<file path="config.mk">
export PLATFORM = sky130hd
export DESIGN_NAME = packet_reassembly_sequencer_unit
export DESIGN_NICKNAME = d
export VERILOG_FILES = /design/src/rtl/prsu_pkg.sv /design/src/rtl/packet_reassembly_sequencer_unit.sv /design/src/rtl/prsu_front.sv /design/src/rtl/prsu_queue.sv /design/src/rtl/prsu_back.sv
export VERILOG_INCLUDE_DIRS = /design/src /design/src/rtl
export SDC_FILE = /design/constraint.sdc
export NUM_CORES = 1
export LEC_CHECK = 0
export ABC_CLOCK_PERIOD_IN_PS = 11640
export BUFFER_PORTS_ARGS = -buffer_cell sky130_fd_sc_hd__clkbuf_2
export CAP_MARGIN = 0
export CORE_MARGIN = 1.5
export CORE_UTILIZATION = 60
export DETAILED_ROUTE_END_ITERATION = 8
export PLACE_DENSITY_LB_ADDON = 0.05
export SYNTH_ARGS = -nofsm -noshare
export SYNTH_HDL_FRONTEND = slang
export SYNTH_SLANG_ARGS = --single-unit
export TNS_END_PERCENT = 10
</file>
<file path="constraint.sdc">
create_clock -name i_clk -period 11.64 [get_ports i_clk]
set_clock_uncertainty 0.2 [all_clocks]
set_input_delay 1.164 -clock i_clk [delete_from_list [all_inputs] [get_ports i_clk]]
set_output_delay 1.164 -clock i_clk [all_outputs]
set_load 0.005 [all_outputs]
</file>
<file path="src/rtl/packet_reassembly_sequencer_unit_macros.svh">
// assertion macros shared by the packet reassembly sequencer rtl
// no dependencies; included by the modules that carry assertions
`ifndef PACKET_REASSEMBLY_SEQUENCER_UNIT_MACROS_SVH
`define PACKET_REASSEMBLY_SEQUENCER_UNIT_MACROS_SVH

// same-cycle implication, disabled while reset is low
`define PRSU_ASSERT_IMP(label, msg, clk, rst_n, ante, cons) \
    label: assert property (@(posedge clk) disable iff (!rst_n) (ante) |-> (cons)) \
        else $error(msg);

// next-cycle implication, disabled while reset is low
`define PRSU_ASSERT_NXT(label, msg, clk, rst_n, ante, cons) \
    label: assert property (@(posedge clk) disable iff (!rst_n) (ante) |=> (cons)) \
        else $error(msg);

`endif

</file>
<file path="src/rtl/prsu_pkg.sv">
// shared types and constants of the packet reassembly sequencer
// no dependencies; imported by every module of the block
package prsu_pkg;

    localparam int unsigned FIELD_W     = 16;
    localparam int unsigned PROTO_W     = 7;
    localparam int unsigned NUM_PROTO_W = 5;
    localparam int unsigned BYTE_W      = 8;
    localparam int unsigned STATUS_W    = 4;

    localparam logic [PROTO_W-1:0]     NULL_PROTO    = 7'd127;
    localparam logic [NUM_PROTO_W-1:0] NUM_PROTO_RST = 5'd16;

    localparam int unsigned QUEUE_DEPTH = 4;
    localparam int unsigned QUEUE_AW    = 2;
    localparam int unsigned QUEUE_CW    = 3;

    typedef enum logic [STATUS_W-1:0] {
        ST_OK          = 4'd0,
        ST_CRC         = 4'd1,
        ST_NULL        = 4'd2,
        ST_BAD_PROTO   = 4'd3,
        ST_SPURIOUS    = 4'd4,
        ST_WRONG_PROTO = 4'd5,
        ST_WRONG_SEQ   = 4'd6,
        ST_WRONG_WIN   = 4'd7,
        ST_EXCESS      = 4'd8
    } t_status;

    // one classified request as it travels from front to back
    typedef struct packed {
        t_status              pre_status;
        logic [PROTO_W-1:0]   protocol;
        logic                 initial_req;
        logic [FIELD_W-1:0]   total_length;
        logic [FIELD_W-1:0]   seq;
        logic [FIELD_W-1:0]   window;
        logic                 packet_first;
        logic                 packet_last;
        logic                 byte_valid;
        logic [BYTE_W-1:0]    payload_byte;
    } t_item;

endpackage

</file>
<file path="src/rtl/packet_reassembly_sequencer_unit.sv">
// Packet reassembly sequencer: checks packet headers and places payload bytes of a message.
// Input channel i_valid/o_stall carries one payload byte per request with its packet header;
// output channel o_valid/i_stall returns exactly one result per request, in order.
// i_cfg_we/i_cfg_data write the protocol count; write it only while the block is idle.
// A request taken into the queue moves on through the read stage register and then the output
// register to o_valid. Throughput: one request per cycle, sustained while nothing stalls.
// The front end classifies headers into a four-deep queue; the back end reads the per-protocol
// sequence table (one read port, written result bypassed) and updates the message state.
// Reset clears message state, the sequence table (valid bits) and both channels, and sets
// the protocol count to 16; the block accepts requests in the first cycle after reset.
// While the receiver stalls, the result holds on the outputs; the queue keeps taking requests
// until it is full, and o_stall rises only then.
// Depends on prsu_pkg, prsu_front, prsu_queue and prsu_back.
module packet_reassembly_sequencer_unit
    import prsu_pkg::*;
#(
    parameter int MAX_PROTOCOLS = 16,
    parameter int SEQ_BITS      = 16,
    parameter int LENGTH_BITS   = 16
) (
    input  logic                   i_clk,
    input  logic                   i_rst_n,
    input  logic                   i_cfg_we,
    input  logic [NUM_PROTO_W-1:0] i_cfg_data,
    input  logic                   i_valid,
    output logic                   o_stall,
    input  logic                   i_crc_ok,
    input  logic [PROTO_W-1:0]     i_protocol,
    input  logic                   i_initial_req,
    input  logic [FIELD_W-1:0]     i_total_length,
    input  logic [FIELD_W-1:0]     i_seq,
    input  logic [FIELD_W-1:0]     i_window,
    input  logic                   i_packet_first,
    input  logic                   i_packet_last,
    input  logic                   i_byte_valid,
    input  logic [BYTE_W-1:0]      i_payload_byte,
    output logic                   o_valid,
    input  logic                   i_stall,
    output logic                   o_write_valid,
    output logic [FIELD_W-1:0]     o_write_offset,
    output logic [BYTE_W-1:0]      o_write_byte,
    output logic [PROTO_W-1:0]     o_channel,
    output logic                   o_message_done,
    output logic [FIELD_W-1:0]     o_done_length,
    output logic [STATUS_W-1:0]    o_status,
    output logic                   o_seq_resynced,
    output logic                   o_abandoned_incomplete
);

    t_item front_item;
    t_item head_item;
    logic  q_full;
    logic  q_empty;
    logic  q_push;
    logic  q_pop;

    assign o_stall = q_full;
    assign q_push  = i_valid && !q_full;

    prsu_front #(
        .MAX_PROTOCOLS (MAX_PROTOCOLS)
    ) u_front (
        .i_clk          (i_clk),
        .i_rst_n        (i_rst_n),
        .i_cfg_we       (i_cfg_we),
        .i_cfg_data     (i_cfg_data),
        .i_crc_ok       (i_crc_ok),
        .i_protocol     (i_protocol),
        .i_initial_req  (i_initial_req),
        .i_total_length (i_total_length),
        .i_seq          (i_seq),
        .i_window       (i_window),
        .i_packet_first (i_packet_first),
        .i_packet_last  (i_packet_last),
        .i_byte_valid   (i_byte_valid),
        .i_payload_byte (i_payload_byte),
        .o_item         (front_item)
    );

    prsu_queue u_queue (
        .i_clk   (i_clk),
        .i_rst_n (i_rst_n),
        .i_push  (q_push),
        .i_item  (front_item),
        .o_full  (q_full),
        .i_pop   (q_pop),
        .o_head  (head_item),
        .o_empty (q_empty)
    );

    prsu_back #(
        .MAX_PROTOCOLS (MAX_PROTOCOLS),
        .SEQ_BITS      (SEQ_BITS),
        .LENGTH_BITS   (LENGTH_BITS)
    ) u_back (
        .i_clk                  (i_clk),
        .i_rst_n                (i_rst_n),
        .i_head                 (head_item),
        .i_empty                (q_empty),
        .o_pop                  (q_pop),
        .o_valid                (o_valid),
        .i_stall                (i_stall),
        .o_write_valid          (o_write_valid),
        .o_write_offset         (o_write_offset),
        .o_write_byte           (o_write_byte),
        .o_channel              (o_channel),
        .o_message_done         (o_message_done),
        .o_done_length          (o_done_length),
        .o_status               (o_status),
        .o_seq_resynced         (o_seq_resynced),
        .o_abandoned_incomplete (o_abandoned_incomplete)
    );

endmodule

</file>
<file path="src/rtl/prsu_front.sv">
// front end: holds the protocol count register and classifies headers
// depends on prsu_pkg
module prsu_front
    import prsu_pkg::*;
#(
    parameter int MAX_PROTOCOLS = 16
) (
    input  logic                   i_clk,
    input  logic                   i_rst_n,
    input  logic                   i_cfg_we,
    input  logic [NUM_PROTO_W-1:0] i_cfg_data,
    input  logic                   i_crc_ok,
    input  logic [PROTO_W-1:0]     i_protocol,
    input  logic                   i_initial_req,
    input  logic [FIELD_W-1:0]     i_total_length,
    input  logic [FIELD_W-1:0]     i_seq,
    input  logic [FIELD_W-1:0]     i_window,
    input  logic                   i_packet_first,
    input  logic                   i_packet_last,
    input  logic                   i_byte_valid,
    input  logic [BYTE_W-1:0]      i_payload_byte,
    output t_item                  o_item
);

    logic [NUM_PROTO_W-1:0] r_num_protocols;
    t_status                pre;

    always_ff @(posedge i_clk) begin
        if (!i_rst_n) begin
            r_num_protocols <= NUM_PROTO_RST;
        end else if (i_cfg_we) begin
            r_num_protocols <= i_cfg_data;
        end
    end

    // checks that need no sequencing state
    always_comb begin
        pre = ST_OK;
        if (!i_crc_ok) begin
            pre = ST_CRC;
        end else if (i_protocol == NULL_PROTO) begin
            pre = ST_NULL;
        end else if (i_protocol >= PROTO_W'(r_num_protocols) ||
                     i_protocol >= PROTO_W'(MAX_PROTOCOLS)) begin
            pre = ST_BAD_PROTO;
        end
    end

    always_comb begin
        o_item.pre_status   = pre;
        o_item.protocol     = i_protocol;
        o_item.initial_req  = i_initial_req;
        o_item.total_length = i_total_length;
        o_item.seq          = i_seq;
        o_item.window       = i_window;
        o_item.packet_first = i_packet_first;
        o_item.packet_last  = i_packet_last;
        o_item.byte_valid   = i_byte_valid;
        o_item.payload_byte = i_payload_byte;
    end

endmodule

</file>
<file path="src/rtl/prsu_queue.sv">
// short request queue between the front end and the sequencing back end
// depends on prsu_pkg and the assertion macro header
`include "packet_reassembly_sequencer_unit_macros.svh"

module prsu_queue
    import prsu_pkg::*;
(
    input  logic  i_clk,
    input  logic  i_rst_n,
    input  logic  i_push,
    input  t_item i_item,
    output logic  o_full,
    input  logic  i_pop,
    output t_item o_head,
    output logic  o_empty
);

    t_item                 r_mem [QUEUE_DEPTH];
    logic [QUEUE_AW-1:0]   r_wr_ptr;
    logic [QUEUE_AW-1:0]   r_rd_ptr;
    logic [QUEUE_CW-1:0]   r_count;
    logic [QUEUE_CW-1:0]   n_count;

    assign o_full  = (r_count == QUEUE_CW'(QUEUE_DEPTH));
    assign o_empty = (r_count == '0);
    assign o_head  = r_mem[r_rd_ptr];

    always_comb begin
        n_count = r_count;
        if (i_push && !i_pop) begin
            n_count = r_count + 1'b1;
        end else if (!i_push && i_pop) begin
            n_count = r_count - 1'b1;
        end
    end

    always_ff @(posedge i_clk) begin
        if (!i_rst_n) begin
            r_wr_ptr <= '0;
            r_rd_ptr <= '0;
            r_count  <= '0;
        end else begin
            if (i_push) begin
                r_wr_ptr <= r_wr_ptr + 1'b1;
            end
            if (i_pop) begin
                r_rd_ptr <= r_rd_ptr + 1'b1;
            end
            r_count <= n_count;
        end
    end

    always_ff @(posedge i_clk) begin
        if (i_push) begin
            r_mem[r_wr_ptr] <= i_item;
        end
    end

    `PRSU_ASSERT_IMP(a_queue_bound, "queue count beyond depth", i_clk, i_rst_n, 1'b1, r_count <= QUEUE_CW'(QUEUE_DEPTH))
    `PRSU_ASSERT_NXT(a_queue_grow, "queue count did not grow on push", i_clk, i_rst_n, i_push && !i_pop, r_count == $past(r_count) + 1'b1)

endmodule

</file>
<file path="src/rtl/prsu_back.sv">
// back end: sequence table, message state and the output register
// depends on prsu_pkg and the assertion macro header
`include "packet_reassembly_sequencer_unit_macros.svh"

module prsu_back
    import prsu_pkg::*;
#(
    parameter int MAX_PROTOCOLS = 16,
    parameter int SEQ_BITS      = 16,
    parameter int LENGTH_BITS   = 16
) (
    input  logic                i_clk,
    input  logic                i_rst_n,
    input  t_item               i_head,
    input  logic                i_empty,
    output logic                o_pop,
    output logic                o_valid,
    input  logic                i_stall,
    output logic                o_write_valid,
    output logic [FIELD_W-1:0]  o_write_offset,
    output logic [BYTE_W-1:0]   o_write_byte,
    output logic [PROTO_W-1:0]  o_channel,
    output logic                o_message_done,
    output logic [FIELD_W-1:0]  o_done_length,
    output logic [STATUS_W-1:0] o_status,
    output logic                o_seq_resynced,
    output logic                o_abandoned_incomplete
);

    localparam int PA = (MAX_PROTOCOLS > 1) ? $clog2(MAX_PROTOCOLS) : 1;
    localparam int CW = (LENGTH_BITS > FIELD_W) ? LENGTH_BITS : FIELD_W;

    // read stage
    logic                   r_b1_vld;
    t_item                  r_b1;
    logic [SEQ_BITS-1:0]    r_seq_mem [MAX_PROTOCOLS];
    logic [MAX_PROTOCOLS-1:0] r_seq_vld;
    logic [SEQ_BITS-1:0]    r_rd_seq;
    logic                   r_rd_vld;
    logic                   r_byp;
    logic [SEQ_BITS-1:0]    r_byp_data;

    // message state
    logic [LENGTH_BITS-1:0] r_fill;
    logic [LENGTH_BITS-1:0] r_target;
    logic [PROTO_W-1:0]     r_chan;
    logic [SEQ_BITS-1:0]    r_cur_seq;
    logic                   r_accepted;

    // output register
    logic                   r_out_vld;
    logic                   r_out_write_valid;
    logic [FIELD_W-1:0]     r_out_write_offset;
    logic [BYTE_W-1:0]      r_out_write_byte;
    logic [PROTO_W-1:0]     r_out_channel;
    logic                   r_out_message_done;
    logic [FIELD_W-1:0]     r_out_done_length;
    t_status                r_out_status;
    logic                   r_out_seq_resynced;
    logic                   r_out_abandoned;

    logic                   out_ready;
    logic                   commit;
    logic                   b1_load;
    logic [PA-1:0]          rd_addr;
    logic                   wr_en;
    logic [PA-1:0]          wr_addr;
    logic [SEQ_BITS-1:0]    wr_data;

    logic [SEQ_BITS-1:0]    seqv;
    logic [LENGTH_BITS-1:0] lenv;
    logic [SEQ_BITS-1:0]    exp_seq;
    t_status                status;
    logic                   resync;
    logic                   abandon;
    logic                   wvalid;
    logic                   done;
    logic                   acc;
    logic [LENGTH_BITS-1:0] f1;
    logic [LENGTH_BITS-1:0] t1;
    logic [PROTO_W-1:0]     c1;
    logic [SEQ_BITS-1:0]    cur1;
    logic [LENGTH_BITS-1:0] n_fill;
    logic [LENGTH_BITS-1:0] n_target;
    logic [PROTO_W-1:0]     n_chan;
    logic                   n_accepted;

    assign out_ready = !r_out_vld || !i_stall;
    assign commit    = r_b1_vld && out_ready;
    assign b1_load   = !r_b1_vld || commit;
    assign o_pop     = b1_load && !i_empty;

    assign rd_addr = (i_head.protocol < PROTO_W'(MAX_PROTOCOLS)) ? i_head.protocol[PA-1:0] : '0;

    always_ff @(posedge i_clk) begin
        if (!i_rst_n) begin
            r_b1_vld <= 1'b0;
        end else if (b1_load) begin
            r_b1_vld <= !i_empty;
        end
    end

    // table read, with a bypass for the write committed on the same edge
    always_ff @(posedge i_clk) begin
        if (o_pop) begin
            r_b1       <= i_head;
            r_rd_seq   <= r_seq_mem[rd_addr];
            r_rd_vld   <= r_seq_vld[rd_addr];
            r_byp      <= wr_en && (wr_addr == rd_addr);
            r_byp_data <= wr_data;
        end
    end

    always_ff @(posedge i_clk) begin
        if (wr_en) begin
            r_seq_mem[wr_addr] <= wr_data;
        end
    end

    // entries never written read as zero
    always_ff @(posedge i_clk) begin
        if (!i_rst_n) begin
            r_seq_vld <= '0;
        end else if (wr_en) begin
            r_seq_vld[wr_addr] <= 1'b1;
        end
    end

    always_comb begin
        seqv     = SEQ_BITS'(r_b1.seq);
        lenv     = LENGTH_BITS'(r_b1.total_length);
        exp_seq  = r_byp ? r_byp_data : (r_rd_vld ? r_rd_seq : '0);
        status   = ST_OK;
        resync   = 1'b0;
        abandon  = 1'b0;
        wvalid   = 1'b0;
        done     = 1'b0;
        f1       = r_fill;
        t1       = r_target;
        c1       = r_chan;
        cur1     = r_cur_seq;
        acc      = r_accepted;

        // header verdict on the first request of a packet
        if (r_b1.packet_first) begin
            if (r_b1.pre_status != ST_OK) begin
                status = r_b1.pre_status;
            end else if (r_b1.initial_req) begin
                abandon = (r_fill != '0);
                c1      = r_b1.protocol;
                f1      = '0;
                t1      = lenv;
                cur1    = seqv;
                resync  = (exp_seq != seqv);
            end else if (r_fill == '0) begin
                status = ST_SPURIOUS;
            end else if (r_chan != r_b1.protocol) begin
                status = ST_WRONG_PROTO;
                f1     = '0;
            end else if (exp_seq != seqv) begin
                status = ST_WRONG_SEQ;
                f1     = '0;
            end else if (CW'(r_fill) != CW'(r_b1.window)) begin
                status = ST_WRONG_WIN;
                f1     = '0;
            end
            acc = (status == ST_OK);
        end

        n_fill   = f1;
        n_target = t1;
        n_chan   = c1;
        if (acc) begin
            if (r_b1.byte_valid) begin
                if (f1 < t1) begin
                    wvalid = 1'b1;
                    n_fill = f1 + 1'b1;
                end else begin
                    status = ST_EXCESS;
                end
            end
            if (r_b1.packet_last && n_fill == t1) begin
                done     = 1'b1;
                n_fill   = '0;
                n_target = '0;
                n_chan   = NULL_PROTO;
            end
        end
        n_accepted = r_b1.packet_last ? 1'b0 : acc;

        // at most one table write per request; completion wins on a combined one
        wr_en   = commit && (resync || (done && c1 < PROTO_W'(MAX_PROTOCOLS)));
        wr_addr = done ? c1[PA-1:0] : r_b1.protocol[PA-1:0];
        wr_data = done ? cur1 + 1'b1 : seqv;
    end

    always_ff @(posedge i_clk) begin
        if (!i_rst_n) begin
            r_fill     <= '0;
            r_target   <= '0;
            r_chan     <= NULL_PROTO;
            r_accepted <= 1'b0;
        end else if (commit) begin
            r_fill     <= n_fill;
            r_target   <= n_target;
            r_chan     <= n_chan;
            r_accepted <= n_accepted;
        end
    end

    always_ff @(posedge i_clk) begin
        if (commit) begin
            r_cur_seq <= cur1;
        end
    end

    always_ff @(posedge i_clk) begin
        if (!i_rst_n) begin
            r_out_vld <= 1'b0;
        end else if (commit) begin
            r_out_vld <= 1'b1;
        end else if (!i_stall) begin
            r_out_vld <= 1'b0;
        end
    end

    always_ff @(posedge i_clk) begin
        if (commit) begin
            r_out_write_valid  <= wvalid;
            r_out_write_offset <= wvalid ? FIELD_W'(f1) : '0;
            r_out_write_byte   <= wvalid ? r_b1.payload_byte : '0;
            r_out_channel      <= c1;
            r_out_message_done <= done;
            r_out_done_length  <= done ? FIELD_W'(t1) : '0;
            r_out_status       <= status;
            r_out_seq_resynced <= resync;
            r_out_abandoned    <= abandon;
        end
    end

    assign o_valid                = r_out_vld;
    assign o_write_valid          = r_out_write_valid;
    assign o_write_offset         = r_out_write_offset;
    assign o_write_byte           = r_out_write_byte;
    assign o_channel              = r_out_channel;
    assign o_message_done         = r_out_message_done;
    assign o_done_length          = r_out_done_length;
    assign o_status               = r_out_status;
    assign o_seq_resynced         = r_out_seq_resynced;
    assign o_abandoned_incomplete = r_out_abandoned;

    `PRSU_ASSERT_IMP(a_fill_in_range, "fill offset beyond message length", i_clk, i_rst_n, 1'b1, r_fill <= r_target)
    `PRSU_ASSERT_IMP(a_open_channel, "message open on an invalid channel", i_clk, i_rst_n, r_fill != '0, r_chan < PROTO_W'(MAX_PROTOCOLS))
    `PRSU_ASSERT_IMP(a_write_status, "byte written with a non-ok status", i_clk, i_rst_n, r_out_vld && r_out_write_valid, r_out_status == ST_OK)

endmodule
</file>
### After elaboration in Yosys (flattened, before gate mapping)

Memories as Yosys holds them, arrays and structs flattened. A register that Yosys moved wholly into a read port is not among the register bits.
Index checks and enable logic that the tools add are counted.

* input bits: 78
* memory bits (writable): 540
* bits in registers: 230
* memories kept: 2
* output and inout port bits: 57
* word-level logic and storage cells: 157

* reductions and logical operators: 28
* eq/ne operators: 8
* magnitude comparators: 8
* bitwise operators: 3
* muxes and demuxes: 68
* $add $sub $neg: 6

Memory list
* u_queue.r_mem: words 4, width 71, read ports 1, clocked after Yosys merged registers in 1, wr ports 1, line prsu_queue.sv:18 `t_item r_mem [QUEUE_DEPTH];`
* u_back.r_seq_mem: words 16, width 16, read ports 1, clocked after Yosys merged registers in 1, wr ports 1, line prsu_back.sv:36 `logic [SEQ_BITS-1:0] r_seq_mem [MAX_PROTOCOLS];`

Operators with widths (number)
* two-way mux 16 bit: 23
* two-way mux 4 bit: 14
* two-way mux 7 bit: 5
* adder 16 x 1 -> 16 bit, second input constant: 2
* != test 16 bit: 2
* two-way mux 1 bit: 18
* == test 16 bit: 1
* zero test 16 bit: 1
* < comparator 16 bit: 1
* bitwise OR 16 bit: 1
* nonzero test 16 bit: 1
* < comparator 7 x 5 -> 1 bit, second input constant: 2
* logical AND 1 bit: 10
* < comparator 4 x 5 -> 1 bit, second input constant: 2
* two-way mux 3 bit: 3
* == test 7 bit, second input constant: 1
* >= comparator 7 x 5 -> 1 bit: 1
* >= comparator 7 x 5 -> 1 bit, second input constant: 1
* zero test 1 bit: 7
* != test 7 bit: 1
* two-way mux 2 bit: 3
* adder 2 x 1 -> 2 bit, second input constant: 2
* binary-select mux 1 bit (select 4 bit): 1
* demux 1 bit (select 4 bit): 1
* 13 further kinds: 17

### Logic depth before layout (Yosys ltp)

Gate-level depths: netlist of the first run.

* depth in word-level cells: 23
* depth in mapped cells: 30
* mapped depth without buffers: 21

### Modules after synthesis

From an unflattened synthesis of the first run, not the netlist that was laid out.

* cells, all modules: 2320
* area, all modules: 33950.1 um^2

By module, submodules not included
* prsu_back: seq. area each 14133.6 um^2, instances 1, area each 22296.4 um^2, cells an instance 1796
* prsu_queue: seq. area each 8708.4 um^2, instances 1, area each 10766.6 um^2, cells an instance 414
* prsu_front: seq. area each 100.1 um^2, instances 1, area each 873.3 um^2, cells an instance 109
* packet_reassembly_sequencer_unit: seq. area each 0.0 um^2, instances 1, area each 13.8 um^2, cells an instance 1

### Worst setup path after synthesis of the first run

No wires, ideal clock.

* path type: input-to-reg
* start point: input port i_stall
* end point: register u_queue.r_count[2]
* setup slack: 3517 ps
* stages: 8
* library setup time: 76 ps
* data required time: 11364 ps
* arrival: 7847 ps
* buffers on the path: 0
* path through: a31oi_1 -> inv_1 -> ha_1 -> inv_1 -> fa_1 -> xor2_1 -> or3_1 -> a21boi_0

* cells in the longest elaborated chain, start to end: 8
* elaborated cells on any way between the ends: 10
* those cells by class: 1 x mux; 9 x reduce/logical

RTL lines
* start: declaration: line packet_reassembly_sequencer_unit.sv:38 `input logic i_stall,`
* zero test 1 bit *: line prsu_back.sv:88 `assign out_ready = !r_out_vld || !i_stall;`
* logical OR 1 bit *: line prsu_back.sv:88
* logical AND 1 bit *: line prsu_back.sv:89 `assign commit = r_b1_vld && out_ready;`
* logical OR 1 bit *: line prsu_back.sv:90 `assign b1_load = !r_b1_vld || commit;`
* logical AND 1 bit *: line prsu_back.sv:91 `assign o_pop = b1_load && !i_empty;`
* zero test 1 bit: line prsu_queue.sv:30 `if (i_push && !i_pop) begin`
* logical AND 1 bit: line prsu_queue.sv:30
* two-way mux 3 bit or nonzero test 2 bit (tied branches)
* end signal: assignment: line prsu_queue.sv:49 `r_count <= n_count;`
* end: declaration: line prsu_queue.sv:21 `logic [QUEUE_CW-1:0] r_count;`

Every way passes the cells marked *; elsewhere a longest branch is shown, timed or not.
A chain may end at the register's enable or synchronous reset.

### Final worst setup path of the first run

* start point: register u_back.r_rd_vld
* end point: memory u_back.r_seq_mem[12][2] (data pin)

* cells in the longest elaborated chain, start to end: 18
* elaborated cells on any way between the ends: 27
* those cells by class: 1 x add/sub; 1 x order compare; 2 x eq/ne; 21 x mux; 2 x reduce/logical

RTL lines
* start: declaration: line prsu_back.sv:39 `logic r_rd_vld;`
* start signal: assignment: line prsu_back.sv:108 `r_rd_vld <= r_seq_vld[rd_addr];`
* two-way mux 16 bit * (2 in series): line prsu_back.sv:132 `exp_seq = r_byp ? r_byp_data : (r_rd_vld ? r_rd_seq : '0);`
* != test 16 bit *: line prsu_back.sv:160 `end else if (exp_seq != seqv) begin`
* two-way mux 16 bit *: line prsu_back.sv:160
* two-way mux 16 bit *: line prsu_back.sv:157 `end else if (r_chan != r_b1.protocol) begin`
* two-way mux 16 bit *: line prsu_back.sv:155 `end else if (r_fill == '0) begin`
* two-way mux 16 bit *: line prsu_back.sv:148 `end else if (r_b1.initial_req) begin`
* two-way mux 16 bit *: line prsu_back.sv:146 `if (r_b1.pre_status != ST_OK) begin`
* two-way mux 16 bit *: line prsu_back.sv:145 `if (r_b1.packet_first) begin`
* via u_back.f1[13]: line prsu_back.sv:79 `logic [LENGTH_BITS-1:0] f1;`
* [2 not listed]
* two-way mux 16 bit *: line prsu_back.sv:174 `if (r_b1.byte_valid) begin`
* two-way mux 16 bit *: line prsu_back.sv:173 `if (acc) begin`
* == test 16 bit *: line prsu_back.sv:182 `if (r_b1.packet_last && n_fill == t1) begin`
* logical AND 1 bit *: line prsu_back.sv:182
* two-way mux 1 bit *: line prsu_back.sv:182
* two-way mux 1 bit *: line prsu_back.sv:173
* two-way mux 16 bit *: line prsu_back.sv:194 `wr_data = done ? cur1 + 1'b1 : seqv;`
* via u_back.wr_data[2]: line prsu_back.sv:68 `logic [SEQ_BITS-1:0] wr_data;`
* end: declaration: line prsu_back.sv:36

Mark *: on every way through the listed nets, which the timed path passes. The rest lies on a longest branch. The select of a mux whose other input is x is not followed.

==> results of run 1 <==
state kept, by name (all words and copies together) (netlist names), 2 cells and up, named ones only:
signal	cells
u_back.r_seq_vld	16
u_back.o_write_offset	16
u_back.r_byp_data	16
u_back.o_done_length	16
u_back.r_rd_seq	16
u_back.o_write_byte	8
u_back.o_channel	7
u_back.lenv	16
u_queue.r_count	3
u_queue.r_wr_ptr	2
u_queue.r_rd_ptr	2
u_back.r_seq_mem	256
u_back.r_target	16
u_queue.r_mem	276
u_back.r_chan	7
u_back.r_fill	16
u_back.r_b1	37
u_back.seqv	16
u_front.r_num_protocols	5
u_back.o_status	4
u_back.r_cur_seq	16
per-stage QoR:
stage | power, mW | worst slack [ns] | hold slack, ns | cells
global route | 9.02 | 1.09 | 0.278 | 2994
CTS | 8.71 | 1.79 | 0.266 | 2994
floorplan | 5.46 | 3.52 | 0.238 | 2106
global placement | 6.25 | 2.14 | 0.246 | 2853
finish | 8.70 | 1.59 | 0.264 | 2996
detailed placement | 6.30 | 1.82 | 0.252 | 2853
where the power goes:
part / switching, mW / total, mW / internal, mW
Clock: 1.04 / 2.42 / 1.38
Sequential: 0.308 / 4.04 / 3.74
Combinational: 1.45 / 2.23 / 0.777
worst max-delay path: cells and delay by family, from the launching register on:
family / cells / cell delay (ns)
AO/OA/AOI/OAI: 10 / 4.22
adder cells (fa/ha/maj): 1 / 0.25
buffers and inverters: 2 / 0.63
flip-flops: 1 / 0.64
AND/OR/NAND/NOR: 8 / 3.53
final cells by class:
cell class,instances,area [µm²],share of cell area
Inverter,59,223,0.00613
Tap cell,688,861,0.0237
Multi-Input combinational cell,1140,9040,0.249
Clock inverter,36,318,0.00875
Timing Repair Buffer,188,1080,0.0296
Clock buffer,105,2160,0.0593
Antenna cell,2,5.00,0.000138
Sequential cell,778,22600,0.624
layout by cell type (no fill, tap or decap), types with 43 or more instances in the layout:
cell type | netlist | final
clkbuf_2 | 0 | 134
nand2_1 | 113 | 112
mux2i_1 | 143 | 143
and2_1 | 48 | 43
a21oi_1 | 70 | 70
inv_1 | 57 | 56
mux4_2 | 67 | 67
dfxtp_1 | 72 | 70
xnor2_1 | 58 | 58
clkbuf_16 | 0 | 80
nor2_1 | 108 | 107
buf_4 | 3 | 54
o21ai_0 | 79 | 75
edfxtp_1 | 706 | 706
worst max path at each step:
stage / start / to / slack [ns] / cells past startpoint
after floorplan: i_stall / u_queue.r_count[2] / 3.52 / 8
after global placement: u_back.r_rd_vld / u_back.r_seq_mem[14][2] / 2.14 / 21
after detailed placement: u_back.r_rd_vld / u_back.r_seq_mem[14][2] / 1.82 / 21
after CTS: u_back.r_rd_vld / u_back.r_seq_mem[11][2] / 1.79 / 21
after global routing: u_back.r_rd_vld / u_back.r_seq_mem[11][2] / 1.09 / 21
final: u_back.r_rd_vld / u_back.r_seq_mem[12][2] / 1.59 / 21
cell families after synthesis:
family / synth area share
DFF: 0.699
AOI/OAI and AO/OA: 0.0821
xor gates and xnor gates: 0.0176
adders and majority gates: 0.0110
and+or+nand+nor: 0.0708
buffers and inverters: 0.0237
muxes: 0.0960
routing by layer:
| layer | up-vias | global-route usage | wire [µm] |
|---|---|---|---|
| met4 | 4 | 0.0805 | 1760 |
| met5 | - | 0 | 31 |
| li1 | 8475 | - | - |
| met2 | 927 | 0.405 | 34300 |
| met3 | 121 | 0.0491 | 7240 |
| met1 | 9624 | 0.429 | 33200 |
==> impl_results.md, run 1 <==
- Critical path endpoint category: flip-flop
- CTS Root Cell: clkbuf_16
- Yosys warning total: 0
- Reg2reg setup slack: 1.59 ns
- Syn_nets: 2212
- Hold depth: 1
- Die area: 55400 µm²
- Slowest CP cell: o21ai_0
- CP Launch Type: flip-flop
- Initial DRC count: 2014
- Initial antenna violation count: 5
- Placed cell area: 33800 µm²
- FF-to-FF path depth: 21
- Run status: finished clean
- Rows: 84
- IO Count: 135
- Avg Inst Size Synth: 15.4 µm²
- Slew Limit Fails: 0
- Total Routed Length: 76500 µm
- Static Leak: 12.3 nW
- VDD IR max: 163 µV
- Slew margin rel.: 0.221
- Synth area leader: edfxtp_1
- Clock Latency Late Sink: 0.63 ns
- Pwr Density: 239 nW/µm²
- CTS Sinks: 778
- Sum Neg Setup Slack: 0 ns
- Hold Startpoint: u_back.r_seq_vld[1]
- Largest net degree at the start of global routing: 74
- Most instantiated library cell after synthesis: edfxtp_1
- Setup violations, final: 0
- Most instantiated cells after synthesis: 706 x edfxtp_1, 143 x mux2i_1, 113 x nand2_1
- Netlist cell types: 80
- FF-to-FF Start: u_back.r_rd_vld
- Top_reg_cell synth: edfxtp_1
- # port buffers: 134
- Vias per Instance: 6.39
- Core Area: 53000 µm²
- Async set-reset flop share out of synthesis: 0
- Utilization after layout: 0.686
- Final Cycle Share: 0.863
- Area Overhead vs Synth: 12.1%
- CP Class: flip-flop to flip-flop
- HPWL after detailed placement: 49400 µm
- CTS max path bufs: 3
- GRT Overall Usage: 0.277
- Clock slew at the register clock pins of the worst setup and hold paths: 0.06 ns
- Fmax: 99.5 MHz
- Reg2reg end: u_back.r_seq_mem[12][2]
- Final net count: 2352
- First-pass GRT wire length: 114000 µm
- Slowest cell delay on critical path: 0.89 ns
- EDFF count, synth: 706
- Initial Util: 0.612
- Final min period: 10.05 ns
- Critical Path RT: 11.58 ns
- Post_cts resized: 0
- Final hold violations: 0
- CTS Buf Count: 79
- H-tree levels: 3
- Overflow after GRT: 0
- Flops & latches, synth: 778
- Hold worst-path end: u_back.r_seq_vld[1]
- Die height: 235 µm
- Fin area: 36300 µm²
- Max_cap viols: 0
- Synth area leaders: edfxtp_1 65%, mux4_2 4.7%, dfxtp_1 4.4%, mux2i_1 4.4%, xnor2_1 1.6%
- DRC violations left: 0
- Hold Crit Class: flip-flop to flip-flop
- Post-synthesis sequential area ratio: 0.699
- Worst-path cell chain: nor2b_2 -> a221oi_1 -> a2111oi_0 -> and4_1 -> a21o_1 -> nand2_1 -> inv_1 -> ha_1 -> a21o_1 -> a21o_1 -> a221oi_1 -> o2111ai_1 -> a31o_2 -> o21ai_0 -> a211oi_1 -> nor4_1 -> nor4b_2 -> nand4b_4 -> buf_4 -> nand2_1 -> nand2_1
- Synth Instances: 2106
- CTS tree: yes
- Area share of the largest cell type after synthesis: 0.654
- Chip width: 235 µm
- Share of cells above drive strength 1: 0.186
- Post-route ant nets: 0
- Post-CTS Hold Buffers: 0
- # fillers: 3652
- RSZ-0062 raised after global routing: no
- CP Max Fanout: 49
- Crit path DAT: 9.99 ns
- Routability Congestion: 0.923
- Netlist Area Pre-Place: 32400 µm²
- Initial DRT Pass Iterations: 7
- # Post-CTS Setup Buffers: 0
- Vias after detailed routing: 19200
- Vias in the first global route: 18300
- WL/cell: 25.5 µm
- Worst-Margin Slew: 1.16 ns
(Power assumes the default switching activity.)
==> run 2, diff against run 1 <==
ABC_CLOCK_PERIOD_IN_PS = 11800   (was 11640)
clock period = 11.8 ns   (was 11.64 ns; I/O delays follow)
==> run 2 against run 1 <==
Compared with the run above:
- first-iteration DRC count increased by 10%
- sequential share of layout area decreased by 0.054 points
- count of clock-buffer cells in the layout decreased by 8
- highest routed layer unchanged
- cell count decreased by 0.10%
- die area unchanged
- core utilization increased by 0.059 points
- power decreased by 1.1%
- combinational power decreased by 3%
- clock power about the same
- design area about the same
- critical path type unchanged
- via count decreased by 0.87%
==> impl_results.md, run 2 (synthesis results as in run 1) <==
- Sum Neg Setup Slack: 0 ns (unchanged)
- Overflow after GRT: 0 (unchanged)
- # fillers: 3592 (-1.6%)
- Rows: 84 (unchanged)
- Commonest cells after routing, fill and taps aside: 706 x edfxtp_1, 143 x mux2i_1, 134 x clkbuf_2
- Biggest register: u_queue.r_mem
- Crit path DAT: 10.21 ns (+0.22 ns)
- CP Launch Type: flip-flop
- Flip-flop count of the largest register after layout: 276 (unchanged)
- Logic pwr share: 0.252 (-0.005)
- Share of cells above drive strength 1: 0.186 (+0.000514)
- Initial antenna violation count: 4 (-1)
- DRC violations left: 0 (unchanged)
- Sw frac: 0.321 (-0.00159)
- H-tree levels: 3 (unchanged)
- Initial Util: 0.612 (unchanged)
- CTS Root Cell: clkbuf_16
- First-pass GRT wire length: 115000 µm (+0.16%)
- Net Sw Power: 2.76 mW (-1.6%)
- Post_cts resized: 0 (unchanged)
- Post-route ant nets: 0 (unchanged)
- Post-CTS Hold Buffers: 0 (unchanged)
- Fin cells: 2993 (-0.10%)
- Slew Limit Fails: 0 (unchanged)
- FF-to-FF path depth: 20 (-4.8%)
- Internal power component: 5.84 mW (-0.86%)
- Clock Power Share: 0.282 (+0.004)
- Worst-Margin Slew: 1.11 ns (-0.0445 ns)
- Max_cap viols: 0 (unchanged)
- CP Max Fanout: 46 (-6.1%)
- Vias per Instance: 6.34 (-0.77%)
- Top Registers: u_queue.r_mem (276), u_back.r_seq_mem (256), u_back.r_b1 (37)
- Utilization after layout: 0.686 (about the same)
- Most common cell after layout, fill and taps aside: edfxtp_1
- Critical path endpoint category: flip-flop
- Vias in the first global route: 18100 (-1.0%)
- Core Area: 53000 µm² (unchanged)
- Largest net degree at the start of global routing: 81 (+9.5%)
- Final hold violations: 0 (unchanged)
- CTS tree: yes
- Hold Crit Class: flip-flop to flip-flop
- CTS Sinks: 778 (unchanged)
- Die area: 55400 µm² (unchanged)
- Chip width: 235 µm (unchanged)
- # port buffers: 134 (unchanged)
- Die height: 235 µm (unchanged)
- Placed Cells: 2851 (-0.070%)
- CP Class: flip-flop to flip-flop
- Pwr Density: 237 nW/µm² (-1.2%)
- Hold depth: 1 (unchanged)
- Fmax: 97.5 MHz (-2.0%)
- Critical Path RT: 11.76 ns (+0.18 ns)
- Setup violations, final: 0 (unchanged)
- CTS Buf Count: 77 (-2.5%)
- IO Count: 135 (unchanged)
- Seq pwr share: 0.467 (+0.002)
- Clock Latency Late Sink: 0.63 ns (about the same)
- # Post-CTS Setup Buffers: 0 (unchanged)
- Total Routed Length: 76100 µm (-0.52%)
- Inserted Diodes: 0 (-2)
- Run status: finished clean
- Static Leak: 12.3 nW (about the same)
- Slew margin rel.: 0.251 (+0.0300)
- Initial DRC count: 2224 (+10%)
- Final Cycle Share: 0.869 (+0.00565)
- Area Overhead vs Synth: 12.2% (about the same)
- CTS max path bufs: 3 (unchanged)
- Final net count: 2348 (-0.17%)
- GRT Overall Usage: 0.277 (about the same)
- Routability Congestion: 0.950 (+2.9%)
- RSZ-0062 raised after global routing: no
- Clock slew at the register clock pins of the worst setup and hold paths: 0.06 ns (about the same)
- Final min period: 10.25 ns (+0.205 ns)
- VDD IR max: 197 µV (+21%)
- HPWL after detailed placement: 48600 µm (-1.5%)
- WL/cell: 25.4 µm (-0.42%)
- Initial DRT Pass Iterations: 5 (-2)
- Vias after detailed routing: 19000 (-0.87%)
run 2: layout make-up:
| cell class | instances | area [µm²] | area share |
|---|---|---|---|
| clock buffer | 97 | 2070 | 0.0571 |
| clock inverter | 45 | 450 | 0.0124 |
| inverter | 59 | 223 | 0.00613 |
| multi-input combinational | 1140 | 9040 | 0.249 |
| sequential | 778 | 22600 | 0.623 |
| tap | 688 | 861 | 0.0237 |
| timing repair buffer | 186 | 1060 | 0.0292 |
run 2: path summary, 6_finish.rpt:
kind	startpoint	end	slack, ns
max reg2reg	u_back.r_byp	u_back.r_seq_mem[11][2]	1.55
max	u_back.r_byp	u_back.r_seq_mem[11][2]	1.55
min	u_back.r_seq_vld[11]	u_back.r_seq_vld[11]	0.26
min reg2reg	u_back.r_seq_vld[11]	u_back.r_seq_vld[11]	0.26
run 2: per-layer routing:
layer / vias to the layer above / GRT usage / part of all wire
met3: 126 / 0.0531 / 0.090
li1: 8479 / - / -
met2: 867 / 0.408 / 0.45
met5: - / 0 / 0.00059
met4: 6 / 0.0680 / 0.022
met1: 9506 / 0.429 / 0.44
run 2: worst max-delay path: stages, from the launching register on:
cell and delay [ns]:
edfxtp_1 0.83, nor2b_2 0.79, a221oi_1 0.21, a2111oi_0 0.58, and4_1 0.71, a21o_1 0.79
nand2_1 0.26, inv_1 0.16, ha_1 0.26, and4_1 0.21, a221oi_1 0.58, o2111ai_1 0.30
a31o_2 0.30, o21ai_0 0.86, a221oi_1 0.21, nor4_1 0.24, nor4b_2 0.41, nand4b_4 0.65
buf_4 0.52, nand2_1 0.13, nand2_1 0.49
run 2: metrics by stage:
step / area [µm²] / setup WS, ns / power (mW) / hold WS (ns)
after global placement: 33800 / 2.11 / 6.17 / 0.246
final: 36400 / 1.55 / 8.60 / 0.264
after floorplan: 32400 / 3.66 / 5.39 / 0.238
after global routing: 36400 / 0.873 / 8.93 / 0.275
after CTS: 36400 / 1.74 / 8.63 / 0.266
after detailed placement: 33800 / 1.83 / 6.21 / 0.253
run 2: power by group through the flow:
stage | Sequential (mW) | Clock [mW] | Combinational [mW]
6_report | 4.01 | 2.42 | 2.16
5_1_grt | 4.06 | 2.56 | 2.32
4_1_cts | 4.01 | 2.46 | 2.16
3_5_place_dp | 4.06 | 0 | 2.15
3_3_place_gp | 4.05 | 0 | 2.12
2_1_floorplan | 3.91 | 0 | 1.48
